**src/ltkd_pkg.sv**
```systemverilog
// Package for the latest-timestamp key directory.
// Holds the item and result structs, outcome codes and controller/datapath links.
// No dependencies.
`timescale 1ns / 1ps

package ltkd_pkg;

    // Outcome codes carried in each result item
    typedef enum logic [1:0] {
        OUTCOME_INSERTED = 2'd0,
        OUTCOME_REPLACED = 2'd1,
        OUTCOME_KEPT     = 2'd2,
        OUTCOME_FULL     = 2'd3
    } outcome_t;

    localparam int unsigned SLOT_OUT_W = 6;

    // One log record
    typedef struct packed {
        logic [31:0] rec_key;
        logic [31:0] rec_time;
        logic [31:0] rec_size;
        logic [30:0] rec_offset;
        logic [7:0]  file_index;
    } in_item_t;

    // One lookup result
    typedef struct packed {
        outcome_t                outcome;
        logic [SLOT_OUT_W-1:0]   slot_index;
    } result_t;

    // Controller to datapath commands
    typedef struct packed {
        logic load;
        logic scan;
        logic resolve;
    } ctrl_cmd_t;

    // Datapath to controller status
    typedef struct packed {
        logic match;
        logic scan_end;
    } dp_status_t;

endpackage

```
**src/ltkd_ctrl.sv**
```systemverilog
// Controller state machine for the key directory: load, scan, resolve.
// Depends on ltkd_pkg.
`timescale 1ns / 1ps

module ltkd_ctrl (
    input  logic               clk,
    input  logic               rst_n,
    input  logic               start,
    input  ltkd_pkg::dp_status_t status,
    output ltkd_pkg::ctrl_cmd_t  cmd,
    output logic               busy,
    output logic               done
);

    import ltkd_pkg::*;

    typedef enum logic [1:0] {
        ST_IDLE,
        ST_SCAN,
        ST_RESOLVE
    } state_t;

    state_t state_reg;
    logic   done_reg;

    // State and result strobe
    always_ff @(posedge clk or negedge rst_n)
    begin
        if (!rst_n)
        begin
            state_reg <= ST_IDLE;
            done_reg  <= 1'b0;
        end
        else
        begin
            done_reg <= 1'b0;
            case (state_reg)
                ST_IDLE:
                begin
                    if (start)
                    begin
                        state_reg <= ST_SCAN;
                    end
                end
                ST_SCAN:
                begin
                    if (status.match || status.scan_end)
                    begin
                        state_reg <= ST_RESOLVE;
                    end
                end
                ST_RESOLVE:
                begin
                    done_reg  <= 1'b1;
                    state_reg <= ST_IDLE;
                end
                default:
                begin
                    state_reg <= ST_IDLE;
                end
            endcase
        end
    end

    // Commands follow the state
    always_comb
    begin
        cmd.load    = (state_reg == ST_IDLE) && start;
        cmd.scan    = (state_reg == ST_SCAN);
        cmd.resolve = (state_reg == ST_RESOLVE);
    end

    assign busy = (state_reg != ST_IDLE);
    assign done = done_reg;

endmodule

```
**config.mk**
```make
export PLATFORM = sky130hd
export DESIGN_NAME = ltkd_ctrl
export DESIGN_NICKNAME = d
export VERILOG_FILES = /design/src/ltkd_pkg.sv /design/src/ltkd_ctrl.sv
export SDC_FILE = /design/constraint.sdc
export NUM_CORES = 1
export LEC_CHECK = 0
export BUFFER_PORTS_ARGS = -buffer_cell sky130_fd_sc_hd__clkbuf_2
export CORE_AREA = 4 4 41 43
export DETAILED_ROUTE_END_ITERATION = 8
export DIE_AREA = 0 0 45 47
export PLACE_DENSITY = 0.41
export SETUP_SLACK_MARGIN = 0.1
export SLEW_MARGIN = 20
export SYNTH_ARGS = -nofsm -noshare
export SYNTH_HDL_FRONTEND = slang
export SYNTH_SLANG_ARGS = --single-unit
export TNS_END_PERCENT = 10
```
**constraint.sdc**
```tcl
create_clock -name clk -period 0.91 [get_ports clk]
set_input_delay 0.0455 -clock clk [delete_from_list [all_inputs] [get_ports clk]]
set_output_delay 0.0455 -clock clk [all_outputs]
set_load 0.005 [all_outputs]
```
==> results.sh, run 1 <==
export IMPL_grtUsageMet1=0.0549
export IMPL_critPathLaunchType="flip-flop"
export IMPL_skew_ns=0.000346
export IMPL_ys_warn_count=0
export IMPL_detail_route_wirelength_um=401
export IMPL_drv_max_cap_violation_count=0
export IMPL_h_tree_depth=1
export IMPL_multi_input_comb_area_sq_um=62.6
export IMPL_antenna_violations_before_repair=0
export IMPL_ir_drop_uv=677
export IMPL_detailedRoute_firstIterationViolations=0
export IMPL_synth_simple_gate_area_share=0.389
export IMPL_syn_cell_area_sq_um=135
export IMPL_clock_sinks=3
export IMPL_gr_usage_met3=0.0728
export IMPL_final_min_period_over_clock_period=1.19
export IMPL_hold_ws_ns=0.133
export IMPL_finalSetupViolations=6
export IMPL_worst_case_reg_to_reg_path_depth=4
export IMPL_post_synth_mux_area_share=0
export IMPL_num_rows=13
export IMPL_synth_top_area_share=0.556
export IMPL_antenna_left=0
export IMPL_gr_usage_met2=0.0565
export IMPL_layout_filler_cells=154
export IMPL_num_vias=134
export IMPL_drive_gt1_frac=0.714
export IMPL_top_usage_layer="met3"
export IMPL_post_dp_hpwl_um=279
export IMPL_synth_enable_flop_cells=0
export IMPL_area_growth_pct=104
export IMPL_inserted_clock_buffers=3
export IMPL_synthesis_nets=15
export IMPL_timing_hold_worst_class="primary input to flip-flop"
export IMPL_grt_remaining_overflow=0
export IMPL_failing_checks="setup timing"
export IMPL_via_count_of_the_first_global_routing_pass=154
export IMPL_adder_cell_fraction_of_synth_area=0
export IMPL_drt_drc_violations_left=0
export IMPL_grt_pass1_wl_um=641
export IMPL_die_w_um=45
export IMPL_slew_viol_final=0
export IMPL_num_nets_final=34
export IMPL_crit_path_end_kind="output port"
export IMPL_total_power_w=0.000637
export IMPL_n_antenna_cell=0
export IMPL_setup_repair_after_global_routing_missed_its_margin="true"
export IMPL_worst_ep_required_time_ns=0.86
export IMPL_xor_xnor_share_of_the_synthesized_area=0
export IMPL_flip_flop_and_latch_count_after_synthesis=3
export IMPL_outcome="finished, violations left"
export IMPL_gpl_final_weighted_congestion=0.677
export IMPL_crit_path_kind="flip-flop to output port"
export IMPL_core_region_area_sq_um=1300
export IMPL_total_neg_setup_slack_ns=-0.685
export IMPL_dominant_combinational_cell_family_by_area_after_synthesis="simple AND/OR/NAND/NOR gates"
export IMPL_critPathArrivalTime_ns=1.04
export IMPL_timing_fmax_mhz=922
export IMPL_worst_slack_ns=-0.175
export IMPL_clock_latency_ns=0.23
export IMPL_post_drt_via_cell_ratio=3.12
export IMPL_fin_crit_ns=1.08
export IMPL_hold_path_cell_count=3
export IMPL_timing_critical_path_fanout_max=4
export IMPL_largest_net_degree_at_the_start_of_global_routing=5
export IMPL_initial_core_util=0.104
export IMPL_worst_slew_pin_slew_ns=0.209
export IMPL_max_clock_path_buffers=2
export IMPL_cts_tree="done"
export IMPL_routed_wire_length_per_instance_um=9.33
export IMPL_total_leakage_power_nw=0.156
export IMPL_netlist_top_cell_by_area="dfrtp_1"
export IMPL_die_h_um=47
export IMPL_grt_use_total=0.0523
export IMPL_hold_viol=0
export IMPL_synth_area_leaders="dfrtp_1 56%, nor2b_4 10%, nor3b_2 9.3%"
export IMPL_cts_root_buf="clkbuf_4"
export IMPL_slew_limit_headroom=0.860
export IMPL_drt_pass1_iter_count=1
export IMPL_post_synth_top_count_cell="dfrtp_1"
export IMPL_syn_inst=10
export IMPL_pwr_density_cell_nw_per_um2=2320
export IMPL_fp_dieArea_sq_um=2120
export IMPL_ff2ff_setup_slack_ns=-0.11
export IMPL_design_portCount=10
export IMPL_port_buffers=9
export IMPL_synth_compound_area_frac=0.0556
export IMPL_clk_pin_slew_worst_paths_ns=0.04
export IMPL_synth_seq_area_share=0.556
export IMPL_regArea_sq_um=75.1
export IMPL_syn_area_per_cell_sq_um=13.5
export IMPL_yosys_cell_types_count=8
export IMPL_synth_async_sr_flop_share=1.00
export IMPL_yosys_most_used_dff="dfrtp_1"
export IMPL_largest_register_ff_count=2
[repair_timing]
action	in CTS	in global routing
setup buffers	2	2
setup endpoints to repair	5	6
resized for setup	1	4
hold buffers	1	0
pin swaps	1	1
hold endpoints to repair	3	0
[kinds of logic after synthesis]
| family | after synthesis |
|---|---|
| AND/OR/NAND/NOR | 6 |
| AO/OA/AOI/OAI | 1 |
| flip-flops | 3 |
[stage by stage]
stage / area, sq um / std cells / util / worst slack (ns)
final: 275 / 43 / 0.212 / -0.175
after global routing: 275 / 43 / 0.212 / -0.212
after CTS: 253 / 41 / 0.194 / -0.176
after detailed placement: 199 / 34 / 0.153 / 0.0505
after global placement: 199 / 34 / 0.153 / 0.0607
after floorplan: 135 / 10 / - / 0.134
[final timing paths]
check / startpoint / end
max: state_reg[0] / cmd[2]
min: status[1] / state_reg[1]
max reg2reg: state_reg[0] / state_reg[0]
min reg2reg: state_reg[1] / done
max in group asynchronous: rst_n / done
min in group asynchronous: rst_n / state_reg[1]
[per-layer routing]
metal / up-vias / wire length, um
met5: - / 0
met4: 0 / 0
met3: 0 / 83
met2: 11 / 124
met1: 55 / 193
li1: 68 / -
[cells in the final DEF, fill, tap and decap left out]
cell type	count
nor2b_4	1
and2b_1	1
or2_4	1
nor3b_2	1
buf_4	2
clkbuf_4	3
nor2_1	1
clkbuf_1	1
buf_6	2
dlygate4sd3_1	1
a21o_1	1
clkbuf_2	7
dfrtp_1	3
and2b_2	1
buf_2	2
[worst max-delay path: stages, from the launching register on]
cell     delay [ns]
dfrtp_1        0.40
nor3b_2        0.25
buf_2          0.15
[power by group]
group / switching [W] / total, W / internal (W)
Clock: 0.0000722 / 0.000237 / 0.000165
Sequential: 0.0000233 / 0.000184 / 0.000160
Combinational: 0.0000706 / 0.000217 / 0.000146
Total: 0.000166 / 0.000637 / 0.000471
[final cells by class]
class | instances | area share
clock buffers | 4 | 0.0955
multi-input cells | 7 | 0.227
flip-flops and latches | 3 | 0.273
well taps | 15 | 0.0682
repair buffers | 14 | 0.336
Power figures use the tool's default switching activity.
==> run 2: changes to the inputs <==
==> constraint.sdc (replaced) <==
create_clock -name clk -period 0.91 [get_ports clk]
set_input_delay 0.0455 -clock clk [delete_from_list [all_inputs] [get_ports clk]]
set_output_delay 0.0455 -clock clk [all_outputs]
set_load 0.02 [all_outputs]
==> results.sh, run 2 (synthesis results as in run 1) <==
export IMPL_cts_tree="done"
export IMPL_ir_drop_uv=706
export IMPL_outcome="finished, violations left"
export IMPL_largest_register_ff_count=2
export IMPL_via_count_of_the_first_global_routing_pass=156
export IMPL_routed_wire_length_per_instance_um=9.37
export IMPL_finalSetupViolations=5
export IMPL_detailedRoute_firstIterationViolations=0
export IMPL_timing_critical_path_buf_inv=1
export IMPL_crit_slowest_cell="dfrtp_1"
export IMPL_largest_net_degree_at_the_start_of_global_routing=5
export IMPL_timing_hold_worst_class="primary input to flip-flop"
export IMPL_hold_path_startpoint="status[1]"
export IMPL_crit_path_end="busy"
export IMPL_critPathLaunchType="flip-flop"
export IMPL_drive_gt1_frac=0.731
export IMPL_total_leakage_power_nw=0.157
export IMPL_cts_root_buf="clkbuf_4"
export IMPL_die_h_um=47
export IMPL_worst_slack_ns=-0.190
export IMPL_post_dp_hpwl_um=316
export IMPL_design_portCount=10
export IMPL_gpl_final_weighted_congestion=0.647
export IMPL_initial_core_util=0.104
export IMPL_core_region_area_sq_um=1300
export IMPL_timing_fmax_mhz=909
export IMPL_drt_drc_violations_left=0
export IMPL_clk_pin_slew_worst_paths_ns=0.03
export IMPL_setup_repair_after_global_routing_missed_its_margin="true"
export IMPL_fp_dieArea_sq_um=2120
export IMPL_num_vias=128
export IMPL_critical_path_reg2reg_startpoint="state_reg[0]"
export IMPL_timing_critical_path_cells="or2_4 > clkbuf_8"
export IMPL_h_tree_depth=1
export IMPL_crit_path_kind="flip-flop to output port"
export IMPL_mostFrequentLayoutCell="clkbuf_2"
export IMPL_fin_crit_ns=1.10
export IMPL_worst_slew_pin_slew_ns=0.170
export IMPL_final_min_period_over_clock_period=1.21
export IMPL_r2r_end="state_reg[0]"
export IMPL_hold_viol=0
export IMPL_port_buffers=9
export IMPL_die_w_um=45
export IMPL_drv_max_cap_violation_count=0
export IMPL_worst_ep_required_time_ns=0.86
export IMPL_worst_case_reg_to_reg_path_depth=4
export IMPL_skew_ns=0.00186
export IMPL_placed_area_sq_um=205
export IMPL_finish_instance_area_sq_um=308
export IMPL_crit_path_end_kind="output port"
export IMPL_post_drt_via_cell_ratio=3.12
export IMPL_grt_use_total=0.0562
export IMPL_start_point_of_the_critical_path="state_reg[0]"
export IMPL_antenna_violations_before_repair=0
export IMPL_critical_path_depth=2
export IMPL_slew_limit_headroom=0.887
export IMPL_area_growth_pct=128
export IMPL_ff2ff_setup_slack_ns=-0.09
export IMPL_num_nets_final=32
export IMPL_timing_critical_path_max_delay_family="flip-flops"
export IMPL_n_antenna_cell=0
export IMPL_failing_checks="setup timing"
export IMPL_crit_path_max_incr_delay_ns=0.42
export IMPL_max_clock_path_buffers=2
export IMPL_num_rows=13
export IMPL_timing_critical_path_fanout_max=4
export IMPL_grt_pass1_wl_um=676
export IMPL_clock_latency_ns=0.23
export IMPL_most_common_layout_cells="4 x clkbuf_2, 3 x clkbuf_4"
export IMPL_detail_route_wirelength_um=384
export IMPL_pwr_density_cell_nw_per_um2=2450
export IMPL_drt_pass1_iter_count=1
export IMPL_antenna_left=0
export IMPL_grt_remaining_overflow=0
export IMPL_critPathArrivalTime_ns=1.05
export IMPL_slew_viol_final=0
export IMPL_total_power_w=0.000753
export IMPL_clock_sinks=3
export IMPL_inserted_clock_buffers=3
run 2: cell types whose count changed in the layout (fill, tap and decap cells not counted), moves of 2 or more:
cell | before | now
clkbuf_8 | 0 | 2
buf_8 | 0 | 2
buf_2 | 2 | 0
clkbuf_2 | 7 | 4
run 2: cell type report:
cell class                      count  area, sq um
Multi-Input combinational cell      7         68.8
Timing Repair Buffer               12          118
Clock buffer                        4         26.3
Fill cell                         150          993
Tap cell                           15         18.8
Sequential cell                     3         76.3
run 2: how the worst min path moves through the flow:
stage	end	slack (ns)	cells after the start
after global routing	done	0.15	2
after global placement	done	-0.16	1
final	state_reg[0]	0.14	3
after CTS	state_reg[0]	0.14	3
after floorplan	done	-0.25	0
after detailed placement	done	-0.15	1
run 2: worst reg2reg max path: cells and delay by family (launching register included):
kind                   cells  cell delay [ns]
buffers and inverters      2             0.22
AOI/OAI and AO/OA          1             0.07
DFF                        1             0.42
and+or+nand+nor            1             0.23
run 2: where the power goes:
| part | internal, W | total [W] | switching, W |
|---|---|---|---|
| logic | 0.000202 | 0.000329 | 0.000127 |
| clock network | 0.000164 | 0.000227 | 0.0000634 |
| registers | 0.000162 | 0.000197 | 0.0000348 |
run 2: timing repair:
item,CTS,global route
endpoints found under the setup margin,6,8
setup buffers,1,1
gates resized for setup,10,6
pin swaps,1,1
endpoints found under the hold margin,3,0
cloned,0,0
hold buffers,1,0
run 2: metrics by stage:
stage	hold slack [ns]	TNS, ns	setup WS (ns)	utilization	cells
global placement	-0.157	0	0.0000514	0.158	34
floorplan	-0.250	0	0.00119	-	10
global route	0.148	-0.986	-0.235	0.237	41
finish	0.142	-0.742	-0.190	0.237	41
CTS	0.141	-0.781	-0.215	0.221	40
detailed placement	-0.153	-0.0142	-0.0142	0.158	34
run 2: metal layers:
layer / wire [um] / GRT usage / up-vias / share of wire
li1: - / - / 64 / -
met1: 182 / 0.0616 / 53 / 0.47
met2: 141 / 0.0565 / 11 / 0.37
met3: 60 / 0.0690 / 0 / 0.16
met4: 0 / 0.0351 / 0 / 0
met5: 0 / 0 / - / 0
==> run 3: changes to the inputs <==
- ABC_AREA: default -> 1
- PLACE_DENSITY: 0.41 -> 0.4
==> results.sh, run 3 <==
export IMPL_synth_area_leaders="dfrtp_1 57%, inv_2 8.6%, nand2_1 8.6%"
export IMPL_synth_enable_flop_cells=0
export IMPL_drive_gt1_frac=0.710
export IMPL_util_after_layout=0.220
export IMPL_grt_pass1_wl_um=586
export IMPL_num_vias=147
export IMPL_fin_crit_ns=1.05
export IMPL_detail_route_wirelength_um=385
export IMPL_via_count_of_the_first_global_routing_pass=143
export IMPL_crit_path_kind="flip-flop to output port"
export IMPL_antenna_violations_before_repair=0
export IMPL_critPathArrivalTime_ns=1.00
export IMPL_hold_viol=0
export IMPL_synth_async_sr_flop_share=1.00
export IMPL_regArea_sq_um=75.1
export IMPL_synthesis_nets=20
export IMPL_dp_slack_ns=0.0617
export IMPL_detailedRoute_firstIterationViolations=2
export IMPL_design_portCount=10
export IMPL_netlist_top_cells_count="3 x dfrtp_1, 3 x inv_2, 3 x nand2_1"
export IMPL_timing_critical_path_cells="inv_2 > nand3_2 > inv_2 > buf_8"
export IMPL_skew_ns=0.000853
export IMPL_xor_xnor_share_of_the_synthesized_area=0
export IMPL_syn_cell_area_sq_um=131
export IMPL_antenna_left=0
export IMPL_adder_cell_fraction_of_synth_area=0
export IMPL_finalSetupViolations=5
export IMPL_gpl_final_weighted_congestion=0.592
export IMPL_hold_ws_ns=0.0598
export IMPL_clk_pin_slew_worst_paths_ns=0.04
export IMPL_synth_top_area_share=0.571
export IMPL_seqPwrFrac=0.259
export IMPL_synth_seq_area_share=0.571
export IMPL_slew_viol_final=0
export IMPL_n_antenna_cell=0
export IMPL_mostFrequentLayoutCell="clkbuf_2"
export IMPL_slew_limit_headroom=0.896
export IMPL_max_clock_path_buffers=2
export IMPL_inserted_clock_buffers=3
export IMPL_syn_area_per_cell_sq_um=8.76
export IMPL_port_buffers=9
export IMPL_cts_root_buf="clkbuf_4"
export IMPL_power_frac_comb=0.416
export IMPL_die_h_um=47
export IMPL_crit_path_max_incr_delay_ns=0.40
export IMPL_total_leakage_power_nw=0.153
export IMPL_total_power_w=0.000705
export IMPL_timing_critical_path_fanout_max=3
export IMPL_ir_drop_uv=725
export IMPL_post_dp_hpwl_um=313
export IMPL_timing_fmax_mhz=953
export IMPL_failing_checks="setup timing"
export IMPL_routed_wire_length_per_instance_um=8.37
export IMPL_area_growth_pct=118
export IMPL_ys_warn_count=0
export IMPL_drv_max_cap_violation_count=0
export IMPL_h_tree_depth=1
export IMPL_grt_use_total=0.0499
export IMPL_die_w_um=45
export IMPL_final_min_period_over_clock_period=1.15
export IMPL_netSwitchingPower_w=0.000246
export IMPL_netlist_top_cell_by_area="dfrtp_1"
export IMPL_synth_simple_gate_area_share=0.314
export IMPL_pwr_density_cell_nw_per_um2=2460
export IMPL_drt_drc_violations_left=0
export IMPL_dominant_combinational_cell_family_by_area_after_synthesis="simple AND/OR/NAND/NOR gates"
export IMPL_drt_pass1_iter_count=2
export IMPL_clock_sinks=3
export IMPL_post_drt_via_cell_ratio=3.20
export IMPL_crit_slowest_cell="dfrtp_1"
export IMPL_outcome="finished, violations left"
export IMPL_flip_flop_and_latch_count_after_synthesis=3
export IMPL_synth_compound_area_frac=0
export IMPL_cts_tree="done"
export IMPL_syn_inst=15
export IMPL_layout_filler_cells=154
export IMPL_worst_slack_ns=-0.140
export IMPL_largest_net_degree_at_the_start_of_global_routing=4
export IMPL_yosys_cell_types_count=8
export IMPL_initial_core_util=0.101
export IMPL_crit_top_cell="inv_2"
export IMPL_post_synth_mux_area_share=0
export IMPL_worst_slew_pin_slew_ns=0.156
export IMPL_num_rows=13
export IMPL_crit_path_end_kind="output port"
export IMPL_critPathLaunchType="flip-flop"
export IMPL_timing_hold_worst_class="primary input to flip-flop"
export IMPL_multi_input_comb_area_sq_um=53.8
export IMPL_core_region_area_sq_um=1300
export IMPL_yosys_most_used_dff="dfrtp_1"
export IMPL_clock_power_share=0.324
export IMPL_clock_latency_ns=0.23
export IMPL_power_internal_w=0.000459
export IMPL_power_switching_share=0.349
export IMPL_largest_register_ff_count=2
export IMPL_fp_dieArea_sq_um=2120
export IMPL_setup_repair_after_global_routing_missed_its_margin="true"
export IMPL_worst_ep_required_time_ns=0.86
export IMPL_grt_remaining_overflow=0
export IMPL_num_nets_final=37
export IMPL_most_common_layout_cells="5 x clkbuf_2, 4 x inv_2, 3 x nand2_1, 3 x clkbuf_4, 3 x dfrtp_1"
run 3: final timing paths:
path,end,from,slack (ns),cells past startpoint
max in group asynchronous,done,rst_n,0.64,2
min reg2reg,done,state_reg[0],0.49,1
max,cmd[2],state_reg[1],-0.14,4
min,state_reg[1],status[1],0.06,3
min in group asynchronous,state_reg[1],rst_n,0.16,2
max reg2reg,state_reg[0],state_reg[1],-0.06,5
run 3: stage by stage:
step           std cells  area, sq um  TNS, ns
2_1_floorplan         15          134        0
3_5_place_dp          39          198        0
5_1_grt               46          287   -0.718
3_3_place_gp          39          198        0
4_1_cts               45          273   -0.462
6_report              46          287   -0.486
run 3: power groups by stage:
stage,clock network [W],logic (W),registers (W)
global placement,0,0.000208,0.000181
global route,0.000259,0.000312,0.000185
CTS,0.000243,0.000275,0.000180
finish,0.000229,0.000293,0.000183
detailed placement,0,0.000210,0.000181
floorplan,0,0.000128,0.000191
run 3: routing by layer:
metal  GRT usage  vias up  part of all wire
li1            -       77                 -
met1      0.0549       61              0.53
met2      0.0424        9              0.33
met3      0.0690        0              0.14
met4      0.0351        0                 0
met5           0        -                 0
run 3: area by class of cell:
cell class	instances	area share
clock buffer	4	0.0917
timing repair buffer	12	0.341
inverter	4	0.0524
sequential	3	0.262
tap	15	0.0655
multi-input combinational	8	0.188
run 3: repair_timing:
item | in CTS | in global routing
setup endpoints to repair | 4 | 5
gates resized for setup | 8 | 3
pin swaps | 1 | 1
buffers inserted | 1 | 1
hold buffers | 1 | 0
endpoints found under the hold margin | 3 | 0
run 3: kinds of logic after synthesis:
kind of cell,Yosys count
flip-flops,3
AND/OR/NAND/NOR,8
buffers and inverters,4
run 3: worst max-delay path, delay by kind of cell (launching register included):
family                 cells  cell delay (ns)
buffers and inverters      3             0.28
AND/OR/NAND/NOR            1             0.10
flip-flops                 1             0.40
